==> src/nts_pkg.sv <==
// Package for the nearest-three selector: parameter defaults, fixed field widths,
// register indexes and the control struct between the distance and select stages.
// No dependencies.
`timescale 1ns / 1ps

package nts_pkg;

  localparam int unsigned KEEP_COUNT_DEF = 3;
  localparam int unsigned ID_BITS_DEF    = 16;
  localparam int unsigned COORD_BITS_DEF = 16;

  // result fields are fixed width
  localparam int unsigned OUT_ID_BITS = 16;
  localparam int unsigned SLOT_OUTS   = 3;
  localparam int unsigned COUNT_BITS  = 2;

  // configuration port
  localparam int unsigned CFG_IDX_BITS  = 2;
  localparam int unsigned CFG_DATA_BITS = 16;

  localparam logic [CFG_IDX_BITS-1:0] REG_REF_X = CFG_IDX_BITS'(0);
  localparam logic [CFG_IDX_BITS-1:0] REG_REF_Y = CFG_IDX_BITS'(1);
  localparam logic [CFG_IDX_BITS-1:0] REG_REF_Z = CFG_IDX_BITS'(2);

  typedef struct packed {
    logic valid;
    logic last;
  } dist_ctrl_t;

endpackage

==> src/nts_cand_if.sv <==
// Candidate input channel: valid/ready plus id, coordinates and last flag.
// Depends on nts_pkg for default widths.
`timescale 1ns / 1ps

interface nts_cand_if #(
  parameter int unsigned ID_BITS    = nts_pkg::ID_BITS_DEF,
  parameter int unsigned COORD_BITS = nts_pkg::COORD_BITS_DEF
);
  logic                         valid;
  logic                         ready;
  logic        [ID_BITS-1:0]    cand_id;
  logic signed [COORD_BITS-1:0] cand_x;
  logic signed [COORD_BITS-1:0] cand_y;
  logic signed [COORD_BITS-1:0] cand_z;
  logic                         is_last;

  modport source (output valid, cand_id, cand_x, cand_y, cand_z, is_last, input ready);
  modport sink   (input valid, cand_id, cand_x, cand_y, cand_z, is_last, output ready);
endinterface

==> src/nts_res_if.sv <==
// Result output channel: valid/ready plus the three slot ids and the held count.
// Depends on nts_pkg for field widths.
`timescale 1ns / 1ps

interface nts_res_if;
  import nts_pkg::*;

  logic                    valid;
  logic                    ready;
  logic [OUT_ID_BITS-1:0]  slot0_id;
  logic [OUT_ID_BITS-1:0]  slot1_id;
  logic [OUT_ID_BITS-1:0]  slot2_id;
  logic [COUNT_BITS-1:0]   held_count;

  modport source (output valid, slot0_id, slot1_id, slot2_id, held_count, input ready);
  modport sink   (input valid, slot0_id, slot1_id, slot2_id, held_count, output ready);
endinterface

==> src/nts_cfg_if.sv <==
// Configuration write channel: valid/ready plus register index and write data.
// Depends on nts_pkg for field widths.
`timescale 1ns / 1ps

interface nts_cfg_if;
  import nts_pkg::*;

  logic                     valid;
  logic                     ready;
  logic [CFG_IDX_BITS-1:0]  index;
  logic [CFG_DATA_BITS-1:0] data;

  modport source (output valid, index, data, input ready);
  modport sink   (input valid, index, data, output ready);
endinterface

==> src/nts_dist.sv <==
// Input register and squared-distance stage of the nearest-three selector.
// Depends on nts_pkg and nts_cand_if.
`timescale 1ns / 1ps

module nts_dist #(
  parameter int unsigned ID_BITS    = nts_pkg::ID_BITS_DEF,
  parameter int unsigned COORD_BITS = nts_pkg::COORD_BITS_DEF,
  parameter int unsigned DIST_W     = 2 * COORD_BITS + 2
) (
  input  logic                   clk_i,
  input  logic                   rst_ni,
  nts_cand_if.sink               cand_i,
  input  logic [COORD_BITS-1:0]  ref_x_i,
  input  logic [COORD_BITS-1:0]  ref_y_i,
  input  logic [COORD_BITS-1:0]  ref_z_i,
  output nts_pkg::dist_ctrl_t    ctrl_o,
  input  logic                   ready_i,
  output logic [ID_BITS-1:0]     id_o,
  output logic [DIST_W-1:0]      dist_o
);
  import nts_pkg::*;

  logic                  in_valid_q;
  logic [ID_BITS-1:0]    in_id_q;
  logic [COORD_BITS-1:0] in_x_q, in_y_q, in_z_q;
  logic                  in_last_q;

  dist_ctrl_t            ctrl_q;
  logic [ID_BITS-1:0]    id_q;
  logic [DIST_W-1:0]     dist_q;

  logic                  load_ok;
  logic                  in_ready;

  logic [COORD_BITS:0]   dx, dy, dz;
  logic [COORD_BITS:0]   ax, ay, az;
  logic [DIST_W-1:0]     sqx, sqy, sqz;
  logic [DIST_W-1:0]     dist_d;

  assign load_ok      = !ctrl_q.valid || ready_i;
  assign in_ready     = !in_valid_q || load_ok;
  assign cand_i.ready = in_ready;

  // one extra bit keeps the difference exact
  assign dx = {in_x_q[COORD_BITS-1], in_x_q} - {ref_x_i[COORD_BITS-1], ref_x_i};
  assign dy = {in_y_q[COORD_BITS-1], in_y_q} - {ref_y_i[COORD_BITS-1], ref_y_i};
  assign dz = {in_z_q[COORD_BITS-1], in_z_q} - {ref_z_i[COORD_BITS-1], ref_z_i};

  assign ax = dx[COORD_BITS] ? (~dx + 1'b1) : dx;
  assign ay = dy[COORD_BITS] ? (~dy + 1'b1) : dy;
  assign az = dz[COORD_BITS] ? (~dz + 1'b1) : dz;

  assign sqx = DIST_W'(ax) * DIST_W'(ax);
  assign sqy = DIST_W'(ay) * DIST_W'(ay);
  assign sqz = DIST_W'(az) * DIST_W'(az);

  assign dist_d = sqx + sqy + sqz;

  always_ff @(posedge clk_i or negedge rst_ni) begin
    if (!rst_ni) begin
      in_valid_q <= 1'b0;
      ctrl_q     <= '0;
    end else begin
      if (in_ready) begin
        in_valid_q <= cand_i.valid;
      end
      if (load_ok) begin
        ctrl_q.valid <= in_valid_q;
        ctrl_q.last  <= in_last_q;
      end
    end
  end

  always_ff @(posedge clk_i) begin
    if (in_ready && cand_i.valid) begin
      in_id_q   <= cand_i.cand_id;
      in_x_q    <= cand_i.cand_x;
      in_y_q    <= cand_i.cand_y;
      in_z_q    <= cand_i.cand_z;
      in_last_q <= cand_i.is_last;
    end
    if (load_ok && in_valid_q) begin
      id_q   <= in_id_q;
      dist_q <= dist_d;
    end
  end

  assign ctrl_o = ctrl_q;
  assign id_o   = id_q;
  assign dist_o = dist_q;

endmodule

==> src/nts_select.sv <==
// Slot table, farthest-slot tracking and result register of the selector.
// Depends on nts_pkg and nts_res_if.
`timescale 1ns / 1ps

module nts_select #(
  parameter int unsigned KEEP_COUNT = nts_pkg::KEEP_COUNT_DEF,
  parameter int unsigned ID_BITS    = nts_pkg::ID_BITS_DEF,
  parameter int unsigned DIST_W     = 34
) (
  input  logic                 clk_i,
  input  logic                 rst_ni,
  input  nts_pkg::dist_ctrl_t  ctrl_i,
  output logic                 ready_o,
  input  logic [ID_BITS-1:0]   id_i,
  input  logic [DIST_W-1:0]    dist_i,
  nts_res_if.source            res_o
);
  import nts_pkg::*;

  localparam int unsigned FILL_W = $clog2(KEEP_COUNT + 1);
  localparam int unsigned SLOT_W = (KEEP_COUNT > 1) ? $clog2(KEEP_COUNT) : 1;

  logic [ID_BITS-1:0]     ids_q   [KEEP_COUNT];
  logic [ID_BITS-1:0]     ids_d   [KEEP_COUNT];
  logic [DIST_W-1:0]      dists_q [KEEP_COUNT];
  logic [DIST_W-1:0]      dists_d [KEEP_COUNT];
  logic [FILL_W-1:0]      fill_q, fill_d;
  logic [SLOT_W-1:0]      wslot_q, wslot_d;
  logic [DIST_W-1:0]      wdist_q, wdist_d;

  logic [DIST_W-1:0]      scan_max;
  logic [SLOT_W-1:0]      scan_slot;

  logic                   out_free;
  logic                   take;
  logic                   emit;

  logic [OUT_ID_BITS-1:0] out_id_d [SLOT_OUTS];
  logic                   res_valid_q;
  logic [OUT_ID_BITS-1:0] res_id_q [SLOT_OUTS];
  logic [COUNT_BITS-1:0]  res_count_q;

  assign out_free = !res_valid_q || res_o.ready;
  assign ready_o  = !ctrl_i.valid || !ctrl_i.last || out_free;
  assign take     = ctrl_i.valid && ready_o;
  assign emit     = take && ctrl_i.last;

  always_comb begin
    ids_d     = ids_q;
    dists_d   = dists_q;
    fill_d    = fill_q;
    wslot_d   = wslot_q;
    wdist_d   = wdist_q;
    scan_max  = '0;
    scan_slot = '0;
    if (take) begin
      if (fill_q < FILL_W'(KEEP_COUNT)) begin
        ids_d[fill_q[SLOT_W-1:0]]   = id_i;
        dists_d[fill_q[SLOT_W-1:0]] = dist_i;
        // ties move the farthest mark to the later slot
        if (dist_i >= wdist_q) begin
          wdist_d = dist_i;
          wslot_d = fill_q[SLOT_W-1:0];
        end
        fill_d = fill_q + 1'b1;
      end else if (dist_i < wdist_q) begin
        ids_d[wslot_q]   = id_i;
        dists_d[wslot_q] = dist_i;
        // rescan, ties go to the highest slot
        for (int i = 0; i < KEEP_COUNT; i++) begin
          if (dists_d[i] >= scan_max) begin
            scan_max  = dists_d[i];
            scan_slot = SLOT_W'(i);
          end
        end
        wdist_d = scan_max;
        wslot_d = scan_slot;
      end
    end
  end

  always_comb begin
    for (int j = 0; j < SLOT_OUTS; j++) begin
      if ((j < KEEP_COUNT) && (FILL_W'(j) < fill_d)) begin
        out_id_d[j] = OUT_ID_BITS'(ids_d[(j < KEEP_COUNT) ? j : 0]);
      end else begin
        out_id_d[j] = '0;
      end
    end
  end

  always_ff @(posedge clk_i or negedge rst_ni) begin
    if (!rst_ni) begin
      for (int i = 0; i < KEEP_COUNT; i++) begin
        ids_q[i]   <= '0;
        dists_q[i] <= '0;
      end
      fill_q      <= '0;
      wslot_q     <= '0;
      wdist_q     <= '0;
      res_valid_q <= 1'b0;
    end else begin
      if (emit) begin
        for (int i = 0; i < KEEP_COUNT; i++) begin
          ids_q[i]   <= '0;
          dists_q[i] <= '0;
        end
        fill_q  <= '0;
        wslot_q <= '0;
        wdist_q <= '0;
      end else begin
        ids_q   <= ids_d;
        dists_q <= dists_d;
        fill_q  <= fill_d;
        wslot_q <= wslot_d;
        wdist_q <= wdist_d;
      end
      if (emit) begin
        res_valid_q <= 1'b1;
      end else if (res_o.ready) begin
        res_valid_q <= 1'b0;
      end
    end
  end

  always_ff @(posedge clk_i) begin
    if (emit) begin
      res_id_q    <= out_id_d;
      res_count_q <= COUNT_BITS'(fill_d);
    end
  end

  assign res_o.valid      = res_valid_q;
  assign res_o.slot0_id   = res_id_q[0];
  assign res_o.slot1_id   = res_id_q[1];
  assign res_o.slot2_id   = res_id_q[2];
  assign res_o.held_count = res_count_q;

  a_fill_range: assert property (@(posedge clk_i) disable iff (!rst_ni)
    fill_q <= FILL_W'(KEEP_COUNT))
    else $error("fill count above slot count");

  a_clear_after_emit: assert property (@(posedge clk_i) disable iff (!rst_ni)
    emit |=> (fill_q == '0) && (wdist_q == '0))
    else $error("state not cleared after result");

  a_worst_tracks_slot: assert property (@(posedge clk_i) disable iff (!rst_ni)
    (fill_q != '0) |-> (wdist_q == dists_q[wslot_q]))
    else $error("farthest distance does not match its slot");

  a_no_overwrite: assert property (@(posedge clk_i) disable iff (!rst_ni)
    (res_valid_q && !res_o.ready) |-> !emit)
    else $error("result overwritten before transfer");

endmodule

==> src/nearest_three_selector.sv <==
// A candidate transfer reaches the input register, then the distance register; the
// result of a list goes to the result register when the select stage takes its last item.
// Throughput: one candidate per cycle unless a held result stalls the item flagged last.
// Reset (async, active low) clears the reference point, all slots and the result valid.
// The selector clears its slots after each result.
`timescale 1ns / 1ps

module nearest_three_selector #(
  parameter int unsigned KEEP_COUNT = nts_pkg::KEEP_COUNT_DEF,
  parameter int unsigned ID_BITS    = nts_pkg::ID_BITS_DEF,
  parameter int unsigned COORD_BITS = nts_pkg::COORD_BITS_DEF
) (
  input  logic        clk_i,
  input  logic        rst_ni,
  nts_cand_if.sink    cand_i,
  nts_res_if.source   res_o,
  nts_cfg_if.sink     cfg_i
);
  import nts_pkg::*;

  localparam int unsigned DIST_W = 2 * COORD_BITS + 2;

  logic [COORD_BITS-1:0] ref_x_q, ref_y_q, ref_z_q;
  dist_ctrl_t            dist_ctrl;
  logic                  sel_ready;
  logic [ID_BITS-1:0]    dist_id;
  logic [DIST_W-1:0]     dist_val;

  assign cfg_i.ready = 1'b1;

  always_ff @(posedge clk_i or negedge rst_ni) begin
    if (!rst_ni) begin
      ref_x_q <= '0;
      ref_y_q <= '0;
      ref_z_q <= '0;
    end else if (cfg_i.valid) begin
      unique case (cfg_i.index)
        REG_REF_X: ref_x_q <= COORD_BITS'(cfg_i.data);
        REG_REF_Y: ref_y_q <= COORD_BITS'(cfg_i.data);
        REG_REF_Z: ref_z_q <= COORD_BITS'(cfg_i.data);
        default: ;
      endcase
    end
  end

  nts_dist #(
    .ID_BITS    (ID_BITS),
    .COORD_BITS (COORD_BITS),
    .DIST_W     (DIST_W)
  ) u_dist (
    .clk_i   (clk_i),
    .rst_ni  (rst_ni),
    .cand_i  (cand_i),
    .ref_x_i (ref_x_q),
    .ref_y_i (ref_y_q),
    .ref_z_i (ref_z_q),
    .ctrl_o  (dist_ctrl),
    .ready_i (sel_ready),
    .id_o    (dist_id),
    .dist_o  (dist_val)
  );

  nts_select #(
    .KEEP_COUNT (KEEP_COUNT),
    .ID_BITS    (ID_BITS),
    .DIST_W     (DIST_W)
  ) u_select (
    .clk_i   (clk_i),
    .rst_ni  (rst_ni),
    .ctrl_i  (dist_ctrl),
    .ready_o (sel_ready),
    .id_i    (dist_id),
    .dist_i  (dist_val),
    .res_o   (res_o)
  );

endmodule

==> src/flat_wrapper.sv <==
// flat-port wrapper written by rule: the top's interface ports become plain ports
module nearest_three_selector_flat import nts_pkg::*;
#(
  parameter int unsigned KEEP_COUNT = nts_pkg::KEEP_COUNT_DEF,
  parameter int unsigned ID_BITS    = nts_pkg::ID_BITS_DEF,
  parameter int unsigned COORD_BITS = nts_pkg::COORD_BITS_DEF
)
  (clk_i, rst_ni, cand_i_valid, cand_i_cand_id, cand_i_cand_x, cand_i_cand_y, cand_i_cand_z, cand_i_is_last, cand_i_ready, res_o_valid, res_o_slot0_id, res_o_slot1_id, res_o_slot2_id, res_o_held_count, res_o_ready, cfg_i_valid, cfg_i_index, cfg_i_data, cfg_i_ready);
  nts_cand_if #(.ID_BITS(ID_BITS), .COORD_BITS(COORD_BITS)) cand_i_i ();
  nts_res_if res_o_i ();
  nts_cfg_if cfg_i_i ();
  input  logic clk_i;
  input  logic rst_ni;
  input wire logic [$bits(cand_i_i.valid)-1:0] cand_i_valid;
  input wire logic [$bits(cand_i_i.cand_id)-1:0] cand_i_cand_id;
  input wire logic [$bits(cand_i_i.cand_x)-1:0] cand_i_cand_x;
  input wire logic [$bits(cand_i_i.cand_y)-1:0] cand_i_cand_y;
  input wire logic [$bits(cand_i_i.cand_z)-1:0] cand_i_cand_z;
  input wire logic [$bits(cand_i_i.is_last)-1:0] cand_i_is_last;
  output wire logic [$bits(cand_i_i.ready)-1:0] cand_i_ready;
  output wire logic [$bits(res_o_i.valid)-1:0] res_o_valid;
  output wire logic [$bits(res_o_i.slot0_id)-1:0] res_o_slot0_id;
  output wire logic [$bits(res_o_i.slot1_id)-1:0] res_o_slot1_id;
  output wire logic [$bits(res_o_i.slot2_id)-1:0] res_o_slot2_id;
  output wire logic [$bits(res_o_i.held_count)-1:0] res_o_held_count;
  input wire logic [$bits(res_o_i.ready)-1:0] res_o_ready;
  input wire logic [$bits(cfg_i_i.valid)-1:0] cfg_i_valid;
  input wire logic [$bits(cfg_i_i.index)-1:0] cfg_i_index;
  input wire logic [$bits(cfg_i_i.data)-1:0] cfg_i_data;
  output wire logic [$bits(cfg_i_i.ready)-1:0] cfg_i_ready;
  assign cand_i_i.valid = cand_i_valid;
  assign cand_i_i.cand_id = cand_i_cand_id;
  assign cand_i_i.cand_x = cand_i_cand_x;
  assign cand_i_i.cand_y = cand_i_cand_y;
  assign cand_i_i.cand_z = cand_i_cand_z;
  assign cand_i_i.is_last = cand_i_is_last;
  assign cand_i_ready = cand_i_i.ready;
  assign res_o_valid = res_o_i.valid;
  assign res_o_slot0_id = res_o_i.slot0_id;
  assign res_o_slot1_id = res_o_i.slot1_id;
  assign res_o_slot2_id = res_o_i.slot2_id;
  assign res_o_held_count = res_o_i.held_count;
  assign res_o_i.ready = res_o_ready;
  assign cfg_i_i.valid = cfg_i_valid;
  assign cfg_i_i.index = cfg_i_index;
  assign cfg_i_i.data = cfg_i_data;
  assign cfg_i_ready = cfg_i_i.ready;
  nearest_three_selector #(.KEEP_COUNT(KEEP_COUNT), .ID_BITS(ID_BITS), .COORD_BITS(COORD_BITS)) u_core (.clk_i(clk_i), .rst_ni(rst_ni), .cand_i(cand_i_i), .res_o(res_o_i), .cfg_i(cfg_i_i));
endmodule
==> config.mk <==
export PLATFORM = sky130hd
export DESIGN_NAME = nearest_three_selector_flat
export DESIGN_NICKNAME = d
export VERILOG_FILES = /design/src/nts_pkg.sv /design/src/nts_cand_if.sv /design/src/nts_res_if.sv /design/src/nts_cfg_if.sv /design/src/nts_dist.sv /design/src/nts_select.sv /design/src/nearest_three_selector.sv /design/src/flat_wrapper.sv
export SDC_FILE = /design/constraint.sdc
export NUM_CORES = 2
export LEC_CHECK = 0
export BUFFER_PORTS_ARGS = -buffer_cell sky130_fd_sc_hd__buf_4
export CORE_MARGIN = 8
export CORE_UTILIZATION = 47
export CTS_CLUSTER_DIAMETER = 40
export DETAILED_ROUTE_END_ITERATION = 6
export HOLD_SLACK_MARGIN = 0.03
export PLACE_DENSITY = 0.59
export SKIP_CTS_REPAIR_TIMING = 1
export SLEW_MARGIN = 20
export SYNTH_ARGS = -nofsm -noshare
export SYNTH_HDL_FRONTEND = slang
export SYNTH_HIERARCHICAL = 1
export SYNTH_SLANG_ARGS = --single-unit
==> constraint.sdc <==
create_clock -name clk_i -period 19.45 [get_ports clk_i]
set_clock_uncertainty 0.1 [all_clocks]
set_input_delay 2.9175 -clock clk_i [delete_from_list [all_inputs] [get_ports clk_i]]
set_output_delay 2.9175 -clock clk_i [all_outputs]
set_load 0.05 [all_outputs]
==> flow_summary.toml <==
[finish]
layout_commonest_cell = "inv_1"
ff_latch_area_um2 = 10960
layout.cells.non_filler = 6326
num-nets-final = 6128
nFillCells = 9246
drive_gt1_frac = 0.1152
final_cell_mix = "inv_1, fa_1, ha_1, nor2_1, nand2_1"
multi_input_area_um2 = 32210
areaGrowthSynthToFinish_pct = 11.40
design_area_um2 = 53210

[placed_design]
gp_congestion = 0.9179
place_area_um2 = 50670
dp_hpwl_um = 103600
port_buffers = 139
dp.cells = 6192

[timing]
setup_viol = 0
hold_viol = 0
max_freq_mhz = 79.54
period_needed_ns = 12.57
fin_crit_sh = 0.6464
relSlewSlack = 0.2397
finalMaxSlewViolations = 0
setup_tns_ns = 0
rsz0062_at_grt = "no"
worst_pin_slew_ns = 1.137
whs_ns = 0.3179

[synthesis]
synth_edf_count = 165
async_flop_share = 0.5926
synth_top_area_frac = 0.2951
synthCells = 4709
synthAdderAreaFrac = 0.4098
synthFlopType = "dfrtp_1"
synth_warnings = 6
ys_ff_latch = 405
synth_xor_area_frac = 0.02538
yosys.area_share.simple = 0.08679
synth_top_family_by_area = "adder cells"
synth_cell_type_count = 103
syn_avg_cell_area_um2 = 10.14
synth_compound_area_frac = 0.08650
synth_area_leaders = "fa_1, dfrtp_1, ha_1"
yosysTopAreaCell = "fa_1"
ys_seq_area_frac = 0.2295
synth_area_um2 = 47760
yosys-mux-area-fraction = 0.06062

[clocking]
clock_path_buffers = 3
cts_sinks = 405
root_buffer = "clkbuf_16"
cts_max_level = 3
clkLatencyLatePin_ns = 0.65
cts_buffers = 71
clkTransAtPathRegs_ns = 0.05
cts_tree = "yes"

[floorplanning]
die_area_um2 = 112100
start_util = 0.4715
coreArea_um2 = 101300
ios = 141
die_w_um = 334.8
die-height_um = 334.8
std_cell_rows = 117

[route]
drtAntennaViolNets = 0
avgViaCountPerCell = 5.273
drt_iter0_markers = 2032
wl_per_cell_um = 20.55
via_count = 33357
wirelength_um = 130000
drt_first_pass_iters = 7
drc = 2

[critical_path]
critical_path.slowest_cell = "o41ai_1"
critPathKind = "reg -> reg"
cpMostUsedCell = "fa_1"
crit_required_ns = 19.73
critPathLaunchType = "flip-flop"
critical_path.top_delay_family = "adder cells"
critPathMaxStageDelay_ns = 0.79
path_max_fanout = 10
arrival_ns = 12.85
critPathBufInv = 5
end_kind = "flip-flop"

[run_status]
violations = "DRC"
status = "complete, but fails checks"

[grt]
grt_overflow = 0
grt_pass1_vias = 35677
grt_pass1_wl_um = 205600
antenna_found_initial = 1
grt_usage = 0.2355
grt_max_degree = 103

[worst_hold_path]
hold_class = "reg -> reg"

[run]
cap_viol_max_count = 0
==> per-stage QoR <==
stage | setup WS, ns | util
6_report | 6.878 | 0.5252
5_1_grt | 6.118 | 0.5252
4_1_cts | 6.980 | 0.5249
3_5_place_dp | 7.078 | 0.5002
3_3_place_gp | 7.376 | 0.5002
2_1_floorplan | 8.597 | -
==> cell usage after synthesis, types with 20 or more instances <==
master / number
nor3_1: 23
o21a_1: 31
buf_2: 24
a21oi_1: 119
xnor2_1: 97
o31ai_1: 20
a21o_1: 47
a211oi_1: 27
xor2_1: 37
a22o_1: 94
mux2_4: 39
and2_1: 33
dfrtp_1: 240
fa_1: 704
nand4_1: 26
edfxtp_1: 165
nand2b_1: 32
o21ai_0: 120
ha_1: 438
or2_2: 21
nand2_1: 320
mux2i_1: 107
inv_1: 1097
mux2_2: 109
nor2_1: 361
clkbuf_1: 85
==> layout make-up <==
cell class / count / share of cell area
diodes: 1 / 0.00004703
repair buffers: 212 / 0.03043
clock buffers: 75 / 0.03386
well taps: 1368 / 0.03217
multi-input cells: 3088 / 0.6053
flip-flops and latches: 405 / 0.2060
inverters: 1120 / 0.07904
clock inverters: 57 / 0.01315
==> routing by layer <==
metal / GRT usage / vias up / routed length (um)
met1: 0.2990 / 16786 / 54090
met3: 0.04040 / 294 / 7669
met4: 0.08685 / 0 / 5306
met5: 0 / - / 0
met2: 0.4035 / 986 / 62960
li1: - / 15291 / -
==> worst paths after layout <==
path                                            from  depth (start not counted)  slack [ns]                          end
hold reg to reg            u_core/u_dist/in_id_q[10]                          0        0.32       u_core/u_dist/id_o[10]
min in group asynchronous                     rst_ni                          1        2.24   u_core/u_select/dists_q[7]
setup reg to reg             u_core/u_dist/in_x_q[0]                         35        6.88     u_core/u_dist/dist_o[26]
hold / removal             u_core/u_dist/in_id_q[10]                          0        0.32       u_core/u_dist/id_o[10]
max in group asynchronous                     rst_ni                          2       15.60  u_core/u_select/dists_q[32]
setup / recovery             u_core/u_dist/in_x_q[0]                         35        6.88     u_core/u_dist/dist_o[26]
==> logic make-up (layout without fill, tap and decap cells) <==
kind of cell    after synthesis  in the layout
compound gates              593            593
xor+xnor                    136            136
fa+ha+maj                  1142           1142
buf+inv                    1250           1464
flops                       405            405
mux                         256            256
other cells                   3             38
simple gates                924            924
==> state kept, by name, indices dropped and copies added, names as in the netlist, 34 cells and up <==
register,flops
u_core/u_select/ids_q,48
u_core/u_dist/dist_o,34
u_core/u_select/dists_q,102
u_core/u_select/wdist_q,34
Power is not shown: default switching activity piles up to over one toggle a cycle in this logic, so the estimate is an artifact.
